### config.mk
export PLATFORM = sky130hd
export DESIGN_NAME = flow_community_id_v1_unit
export DESIGN_NICKNAME = d
export VERILOG_FILES = /design/src/rtl/core/fcid_pkg.sv /design/src/rtl/core/fcid_ctrl.sv /design/src/rtl/core/fcid_dp.sv /design/src/rtl/core/flow_community_id_v1_unit.sv
export SDC_FILE = /design/constraint.sdc
export NUM_CORES = 2
export LEC_CHECK = 0
export BUFFER_PORTS_ARGS = -buffer_cell sky130_fd_sc_hd__buf_2
export CORE_ASPECT_RATIO = 0.6
export CORE_MARGIN = 3
export CORE_UTILIZATION = 48
export CTS_BUF_LIST = sky130_fd_sc_hd__clkbuf_8
export DETAILED_ROUTE_END_ITERATION = 10
export GPL_ROUTABILITY_DRIVEN = 0
export PLACE_DENSITY = 0.66
export SLEW_MARGIN = 20
export SYNTH_ARGS = -nofsm -noshare
export SYNTH_HDL_FRONTEND = slang
export SYNTH_SLANG_ARGS = --single-unit
### constraint.sdc
create_clock -name clk -period 31.1 [get_ports clk]
set_input_delay 6.22 -clock clk [delete_from_list [all_inputs] [get_ports clk]]
set_output_delay 6.22 -clock clk [all_outputs]
set_load 0.005 [all_outputs]
### src/rtl/core/fcid_pkg.sv
// ----------------------------------------------------------------------------
// fcid_pkg
// Shared types, constants and helpers of the community ID flow hash unit.
// ----------------------------------------------------------------------------
package fcid_pkg;

    localparam int ID_LEN = 30;
    localparam int ROUNDS = 80;

    typedef enum logic [2:0] {
        ST_IDLE,
        ST_LOAD,
        ST_ROUND,
        ST_FINAL,
        ST_EMIT
    } fcid_state_t;

    typedef struct packed {
        logic load;
        logic round;
        logic final_add;
        logic emit;
    } fcid_cmd_t;

    typedef struct packed {
        logic round_last;
        logic char_last;
    } fcid_status_t;

    localparam logic [7:0] CHAR_ONE   = 8'h31;
    localparam logic [7:0] CHAR_COLON = 8'h3A;
    localparam logic [7:0] CHAR_PAD   = 8'h3D;

    localparam logic [6:0] LAST_ROUND = 7'(ROUNDS - 1);
    localparam logic [4:0] LAST_CHAR  = 5'(ID_LEN - 1);

    function automatic logic [7:0] b64_char(input logic [5:0] v);
        logic [7:0] r;
        if (v < 6'd26)
            r = 8'h41 + {2'b00, v};
        else if (v < 6'd52)
            r = 8'h61 + {2'b00, v} - 8'd26;
        else if (v < 6'd62)
            r = 8'h30 + {2'b00, v} - 8'd52;
        else if (v == 6'd62)
            r = 8'h2B;
        else
            r = 8'h2F;
        return r;
    endfunction

endpackage

### src/rtl/core/fcid_ctrl.sv
// ----------------------------------------------------------------------------
// fcid_ctrl
// Sequencer: load block, run SHA-1 rounds, final add, emit 30 characters.
// ----------------------------------------------------------------------------
module fcid_ctrl (
    input  logic                  clk,
    input  logic                  rst_n,
    input  logic                  in_fire,
    input  logic                  out_fire,
    input  fcid_pkg::fcid_status_t status,
    output fcid_pkg::fcid_cmd_t   cmd,
    output logic                  busy,
    output logic                  emitting
);
    import fcid_pkg::*;

    fcid_state_t state_reg, state_next;

    always_ff @(posedge clk or negedge rst_n)
    begin
        if (!rst_n)
            state_reg <= ST_IDLE;
        else
            state_reg <= state_next;
    end

    always_comb
    begin
        state_next = state_reg;
        cmd        = '0;
        unique case (state_reg)
            ST_IDLE:
            begin
                if (in_fire)
                begin
                    cmd.load   = 1'b1;
                    state_next = ST_ROUND;
                end
            end
            ST_LOAD:
                state_next = ST_ROUND;
            ST_ROUND:
            begin
                cmd.round = 1'b1;
                if (status.round_last)
                    state_next = ST_FINAL;
            end
            ST_FINAL:
            begin
                cmd.final_add = 1'b1;
                state_next    = ST_EMIT;
            end
            ST_EMIT:
            begin
                if (out_fire)
                begin
                    cmd.emit = 1'b1;
                    if (status.char_last)
                        state_next = ST_IDLE;
                end
            end
            default:
                state_next = ST_IDLE;
        endcase
    end

    assign busy     = (state_reg != ST_IDLE);
    assign emitting = (state_reg == ST_EMIT);

    a_load_from_idle: assert property (@(posedge clk) disable iff (!rst_n)
        cmd.load |-> state_reg == ST_IDLE)
        else $error("load outside idle");
    a_final_after_rounds: assert property (@(posedge clk) disable iff (!rst_n)
        state_reg == ST_FINAL |-> $past(state_reg) == ST_ROUND)
        else $error("final without rounds");
    a_done_on_last: assert property (@(posedge clk) disable iff (!rst_n)
        (state_reg == ST_EMIT && out_fire && status.char_last) |=> state_reg == ST_IDLE)
        else $error("did not return to idle");
endmodule

### src/rtl/core/fcid_dp.sv
// ----------------------------------------------------------------------------
// fcid_dp
// Datapath: canonical ordering, block build, SHA-1 round unit, base64 output.
// ----------------------------------------------------------------------------
module fcid_dp (
    input  logic                  clk,
    input  logic                  rst_n,
    input  fcid_pkg::fcid_cmd_t   cmd,
    input  logic [15:0]           hash_seed,
    input  logic [64*4+16+16+8:0] tuple,
    output fcid_pkg::fcid_status_t status,
    output logic [7:0]            id_char,
    output logic                  last_char
);
    import fcid_pkg::*;

    logic [63:0] sh, sl, dh, dl;
    logic [15:0] sp, dp;
    logic [7:0]  proto;
    logic        v6;
    logic        keep;
    logic [63:0] ah, al, bh, bl;
    logic [15:0] ap, bp;
    logic [511:0] blk;

    logic [31:0] w_reg [16];
    logic [31:0] a_reg, b_reg, c_reg, d_reg, e_reg;
    logic [6:0]  rnd_reg;
    logic [4:0]  chr_reg;
    logic [159:0] dig_reg;

    logic [31:0] f, k, t, wn;
    logic [167:0] dig_pad;
    logic [5:0]  sext;

    assign v6    = tuple[64*4+16+16+8];
    assign proto = tuple[64*4+32 +: 8];
    assign dp    = tuple[64*4+16 +: 16];
    assign sp    = tuple[64*4 +: 16];
    assign dl    = v6 ? tuple[192 +: 64] : {32'd0, tuple[192 +: 32]};
    assign dh    = v6 ? tuple[128 +: 64] : 64'd0;
    assign sl    = v6 ? tuple[64 +: 64]  : {32'd0, tuple[64 +: 32]};
    assign sh    = v6 ? tuple[0 +: 64]   : 64'd0;

    always_comb
    begin
        keep = (sh < dh) || (sh == dh && sl < dl) || (sh == dh && sl == dl && sp < dp);
        ah = keep ? sh : dh;
        al = keep ? sl : dl;
        ap = keep ? sp : dp;
        bh = keep ? dh : sh;
        bl = keep ? dl : sl;
        bp = keep ? dp : sp;
        if (v6)
            blk = {hash_seed, ah, al, bh, bl, proto, 8'd0, ap, bp, 8'h80,
                   120'd0, 64'd320};
        else
            blk = {hash_seed, al[31:0], bl[31:0], proto, 8'd0, ap, bp, 8'h80,
                   312'd0, 64'd128};
    end

    always_comb
    begin
        if (rnd_reg < 7'd20)
        begin
            f = (b_reg & c_reg) | (~b_reg & d_reg);
            k = 32'h5A827999;
        end
        else if (rnd_reg < 7'd40)
        begin
            f = b_reg ^ c_reg ^ d_reg;
            k = 32'h6ED9EBA1;
        end
        else if (rnd_reg < 7'd60)
        begin
            f = (b_reg & c_reg) | (b_reg & d_reg) | (c_reg & d_reg);
            k = 32'h8F1BBCDC;
        end
        else
        begin
            f = b_reg ^ c_reg ^ d_reg;
            k = 32'hCA62C1D6;
        end
        t  = {a_reg[26:0], a_reg[31:27]} + f + e_reg + k + w_reg[0];
        wn = w_reg[13] ^ w_reg[8] ^ w_reg[2] ^ w_reg[0];
        wn = {wn[30:0], wn[31]};
    end

    always_ff @(posedge clk or negedge rst_n)
    begin
        if (!rst_n)
        begin
            rnd_reg <= '0;
            chr_reg <= '0;
        end
        else
        begin
            if (cmd.load)
                rnd_reg <= '0;
            else if (cmd.round)
                rnd_reg <= rnd_reg + 7'd1;
            if (cmd.final_add)
                chr_reg <= '0;
            else if (cmd.emit)
                chr_reg <= chr_reg + 5'd1;
        end
    end

    always_ff @(posedge clk)
    begin
        if (cmd.load)
        begin
            for (int i = 0; i < 16; i++)
                w_reg[i] <= blk[511 - 32*i -: 32];
            a_reg <= 32'h67452301;
            b_reg <= 32'hEFCDAB89;
            c_reg <= 32'h98BADCFE;
            d_reg <= 32'h10325476;
            e_reg <= 32'hC3D2E1F0;
        end
        else if (cmd.round)
        begin
            for (int i = 0; i < 15; i++)
                w_reg[i] <= w_reg[i+1];
            w_reg[15] <= wn;
            a_reg <= t;
            b_reg <= a_reg;
            c_reg <= {b_reg[1:0], b_reg[31:2]};
            d_reg <= c_reg;
            e_reg <= d_reg;
        end
        if (cmd.final_add)
            dig_reg <= {a_reg + 32'h67452301, b_reg + 32'hEFCDAB89,
                        c_reg + 32'h98BADCFE, d_reg + 32'h10325476,
                        e_reg + 32'hC3D2E1F0};
        else if (cmd.emit && chr_reg >= 5'd2)
            dig_reg <= {dig_reg[153:0], 6'd0};
    end

    assign dig_pad = {dig_reg, 8'd0};
    assign sext    = dig_pad[167 -: 6];

    always_comb
    begin
        if (chr_reg == 5'd0)
            id_char = CHAR_ONE;
        else if (chr_reg == 5'd1)
            id_char = CHAR_COLON;
        else if (chr_reg == LAST_CHAR)
            id_char = CHAR_PAD;
        else
            id_char = b64_char(sext);
    end

    assign last_char         = (chr_reg == LAST_CHAR);
    assign status.round_last = (rnd_reg == LAST_ROUND);
    assign status.char_last  = (chr_reg == LAST_CHAR);
endmodule

### src/rtl/core/flow_community_id_v1_unit.sv
// ----------------------------------------------------------------------------
// flow_community_id_v1_unit
// Community ID v1 flow hash: one tuple in, 30 ASCII characters out.
// ----------------------------------------------------------------------------
// One flow tuple per transaction; the unit orders the endpoints, hashes the
// tuple with one SHA-1 block (one round per clock) and streams "1:" plus the
// base64 digest. An item goes through load, the rounds, the final add and the
// output characters, which backpressure can hold. A new tuple is taken once
// the last character has been delivered.
module flow_community_id_v1_unit (
    input  logic         clk,
    input  logic         rst_n,
    input  logic         psel,
    input  logic         penable,
    input  logic         pwrite,
    input  logic [0:0]   paddr,
    input  logic [31:0]  pwdata,
    output logic [31:0]  prdata,
    output logic         pready,
    input  logic         s_tvalid,
    output logic         s_tready,
    // src_addr_high, src_addr_low, dst_addr_high, dst_addr_low, src_port,
    // dst_port, ip_protocol, is_ipv6, zero fill
    input  logic [303:0] s_tdata,
    output logic         m_tvalid,
    input  logic         m_tready,
    // id_char
    output logic [7:0]   m_tdata,
    output logic         m_tlast
);
    import fcid_pkg::*;

    logic [15:0]  hash_seed_reg;
    fcid_cmd_t    cmd;
    fcid_status_t status;
    logic         busy, emitting, in_fire, out_fire;

    assign pready = 1'b1;
    assign prdata = (paddr == 1'b0) ? {16'd0, hash_seed_reg} : 32'd0;

    always_ff @(posedge clk or negedge rst_n)
    begin
        if (!rst_n)
            hash_seed_reg <= '0;
        else if (psel && penable && pwrite && paddr == 1'b0)
            hash_seed_reg <= pwdata[15:0];
    end

    assign s_tready = !busy;
    assign in_fire  = s_tvalid && s_tready;
    assign m_tvalid = emitting;
    assign out_fire = m_tvalid && m_tready;

    fcid_ctrl u_ctrl (
        .clk      (clk),
        .rst_n    (rst_n),
        .in_fire  (in_fire),
        .out_fire (out_fire),
        .status   (status),
        .cmd      (cmd),
        .busy     (busy),
        .emitting (emitting)
    );

    fcid_dp u_dp (
        .clk       (clk),
        .rst_n     (rst_n),
        .cmd       (cmd),
        .hash_seed (hash_seed_reg),
        .tuple     (s_tdata[296:0]),
        .status    (status),
        .id_char   (m_tdata),
        .last_char (m_tlast)
    );
endmodule
==> run metrics <==
CTS Sinks 863; Seq/Total Area, Yosys 46.95%; synthesis-to-layout area growth 10.49%; Total Routing Usage GR 30.48%; CTS tree yes; cell area after layout 0.05685 mm^2; final cycle utilization of the critical path 44.76%; hpwl dp 126.9 mm; kind of critical path input pin to register; Synth Instances 5191; post-CTS resize count 0; clk buf depth 3; DP Area 0.05408 mm^2; Post-synth top flop edfxtp_1; total core area 0.1057 mm^2; Die Ht 259.6 um; Min Hold Slack 0.4919 ns; synthesized flop and latch total 863; Skew-Pair Late Insertion Delay 0.87 ns; fin util 53.80%; max-slew violations 0; die area 0.1113 mm^2; status finished clean; largest net degree at the start of global routing 167; post-synth top area share 39.22%; # DRC 0; crit path capture type register; Clock Skew 0.05924 ns; worst-margin pin slew 1.319 ns; root buffer cell clkbuf_8; FP Rows 92; max-cap violations 0; Routed Wire Length 174.4 mm; Hold Buf Count CTS 0; Setup TNS Final 0 ns; Iteration-0 DRC Markers 5989; Initial Util 48.69%; synthesis warning total 0; Nets 6074; layout cell share with drive strength beyond 1 11.66%; IO buf count 347; H-tree depth 4; most frequent cells in the layout nand2_1 (929), edfxtp_1 (672), o21ai_0 (474); global-route wire length before repair 251.2 mm; Setup crit start kind input pin; WL/cell 25.11 um; RSZ-0062 raised after global routing false; CP Data Required Time 31.65 ns; die width 428.7 um; Num CTS Buffers 135; DRT Pass-1 Iters 6; via count 41560; relative max-transition margin 9.549%; CTS clock-pin slew for the worst setup and hold paths 0.06 ns; Filler cells 9455; post-CTS setup buffer count 0; vias per inst 5.983; Hold Crit Class register to register; synthesized cell area 0.05145 mm^2; Hold Violations, Final 0; Final ANT Viol Nets 0; top-level port count 388; vias in the first global route 37420; Synth cell types 78; endpoints failing setup 0; worst-path maximum fanout 115; maximum clock frequency 71.84 MHz; most common cell after layout, fill and taps aside nand2_1; Final min period 13.92 ns; ys async rst share 3.592%; Synth area leader edfxtp_1; GRT overflow 0; count of flip-flops with a built-in enable after synthesis 672; Synth area leaders edfxtp_1 (39%), nand2_1 (6.8%), dfxtp_1 (6.2%); data arrival time of the critical path 14.47 ns; syn_area_per_cell 9.912 um^2; max reg flops 512; initial antenna violation count 39
-- cell usage after synthesis (29+ instances only) --
cell      number
dfrtp_1       31
a31oi_1       30
nand3_1      137
a21o_1        41
o31ai_1       34
inv_1        242
edfxtp_1     672
nor2b_1       34
mux2i_1      268
a211oi_1      47
a221oi_1      30
o211ai_1      74
nand2_1      936
and2_1       346
nor3_1        33
xnor2_1      187
o21ai_0      475
ha_1         205
nand4_1       42
a21boi_0      36
nor2_1       249
dfxtp_1      160
fa_1         119
xor2_1        68
clkbuf_1     265
a21oi_1      126
and3_1        29
-- critical path, stage by stage --
cell and delay, ns:
buf_6 0.63, buf_4 0.92, nand2_1 0.18, ha_1 0.38, nand4_1 0.13, nor4_2 0.58, nand4_1 0.41, a21oi_1 0.29
a2111o_1 0.18, o221a_4 0.19, buf_4 0.59, and2_4 0.59, buf_4 0.65, buf_4 0.81, mux2i_1 1.15, o211ai_1 0.19
-- metrics by stage --
stage	worst slack, ns	std cells
after CTS	17.91	6923
final	17.18	6946
after detailed placement	16.96	6678
after global routing	17.21	6938
after global placement	17.03	6678
after floorplan	10.74	5206
-- layer usage --
| layer | share of wire, % | vias up | GRT usage [%] |
|---|---|---|---|
| li1 | - | 18590 | - |
| met3 | 14 | 284 | 10.75 |
| met4 | 2.4 | 12 | 8.061 |
| met5 | 0.047 | - | 0 |
| met1 | 44 | 20290 | 46.95 |
| met2 | 39 | 2385 | 39.76 |
-- logic make-up after synthesis --
| kind of cell | count (synthesis) | share of synthesized area [%] |
|---|---|---|
| flip-flops | 863 | 46.95 |
| adder cells (fa/ha/maj) | 324 | 9.615 |
| multiplexers | 293 | 5.805 |
| AO/OA/AOI/OAI | 1014 | 12.21 |
| AND/OR/NAND/NOR | 1870 | 16.66 |
| buffers and inverters | 570 | 4.394 |
| other | 2 | 0.01460 |
| XOR/XNOR | 255 | 4.341 |
-- path summary, 6_finish.rpt --
kind	slack [ns]	start	cells past startpoint	to
worst max-delay path	17.18	s_tdata[296]	16	u_dp.w_reg[0][56]$_DFFE_PP_
worst min-delay path	0.49	u_dp.w_reg[6][12]$_SDFFCE_PP0P_	1	u_dp.w_reg[5][44]$_SDFFCE_PP0P_
worst max register to register	22.79	u_dp.rnd_reg[4]$_DFFE_PN0P_	25	u_dp.a_reg[27]$_SDFFE_PP0P_
worst min register to register	0.49	u_dp.w_reg[6][12]$_SDFFCE_PP0P_	1	u_dp.w_reg[5][44]$_SDFFCE_PP0P_
max in group asynchronous	25.10	rst_n	1	u_dp.chr_reg[1]$_DFFE_PN0P_
min in group asynchronous	5.45	rst_n	1	hash_seed_reg[5]$_DFFE_PN0P_
-- cell type report --
cell class	count	area [um^2]	share of cell area [%]
Multi-Input combinational cell	3773	25180	44.28
Tap cell	1410	1764	3.103
Antenna cell	22	55.05	0.09684
Sequential cell	863	24160	42.49
Clock buffer	151	2078	3.656
Inverter	245	927.1	1.631
Clock inverter	94	605.6	1.065
Timing Repair Buffer	388	2087	3.671
Power is not shown: default switching activity piles up to over one toggle a cycle in this logic, so the estimate is an artifact.
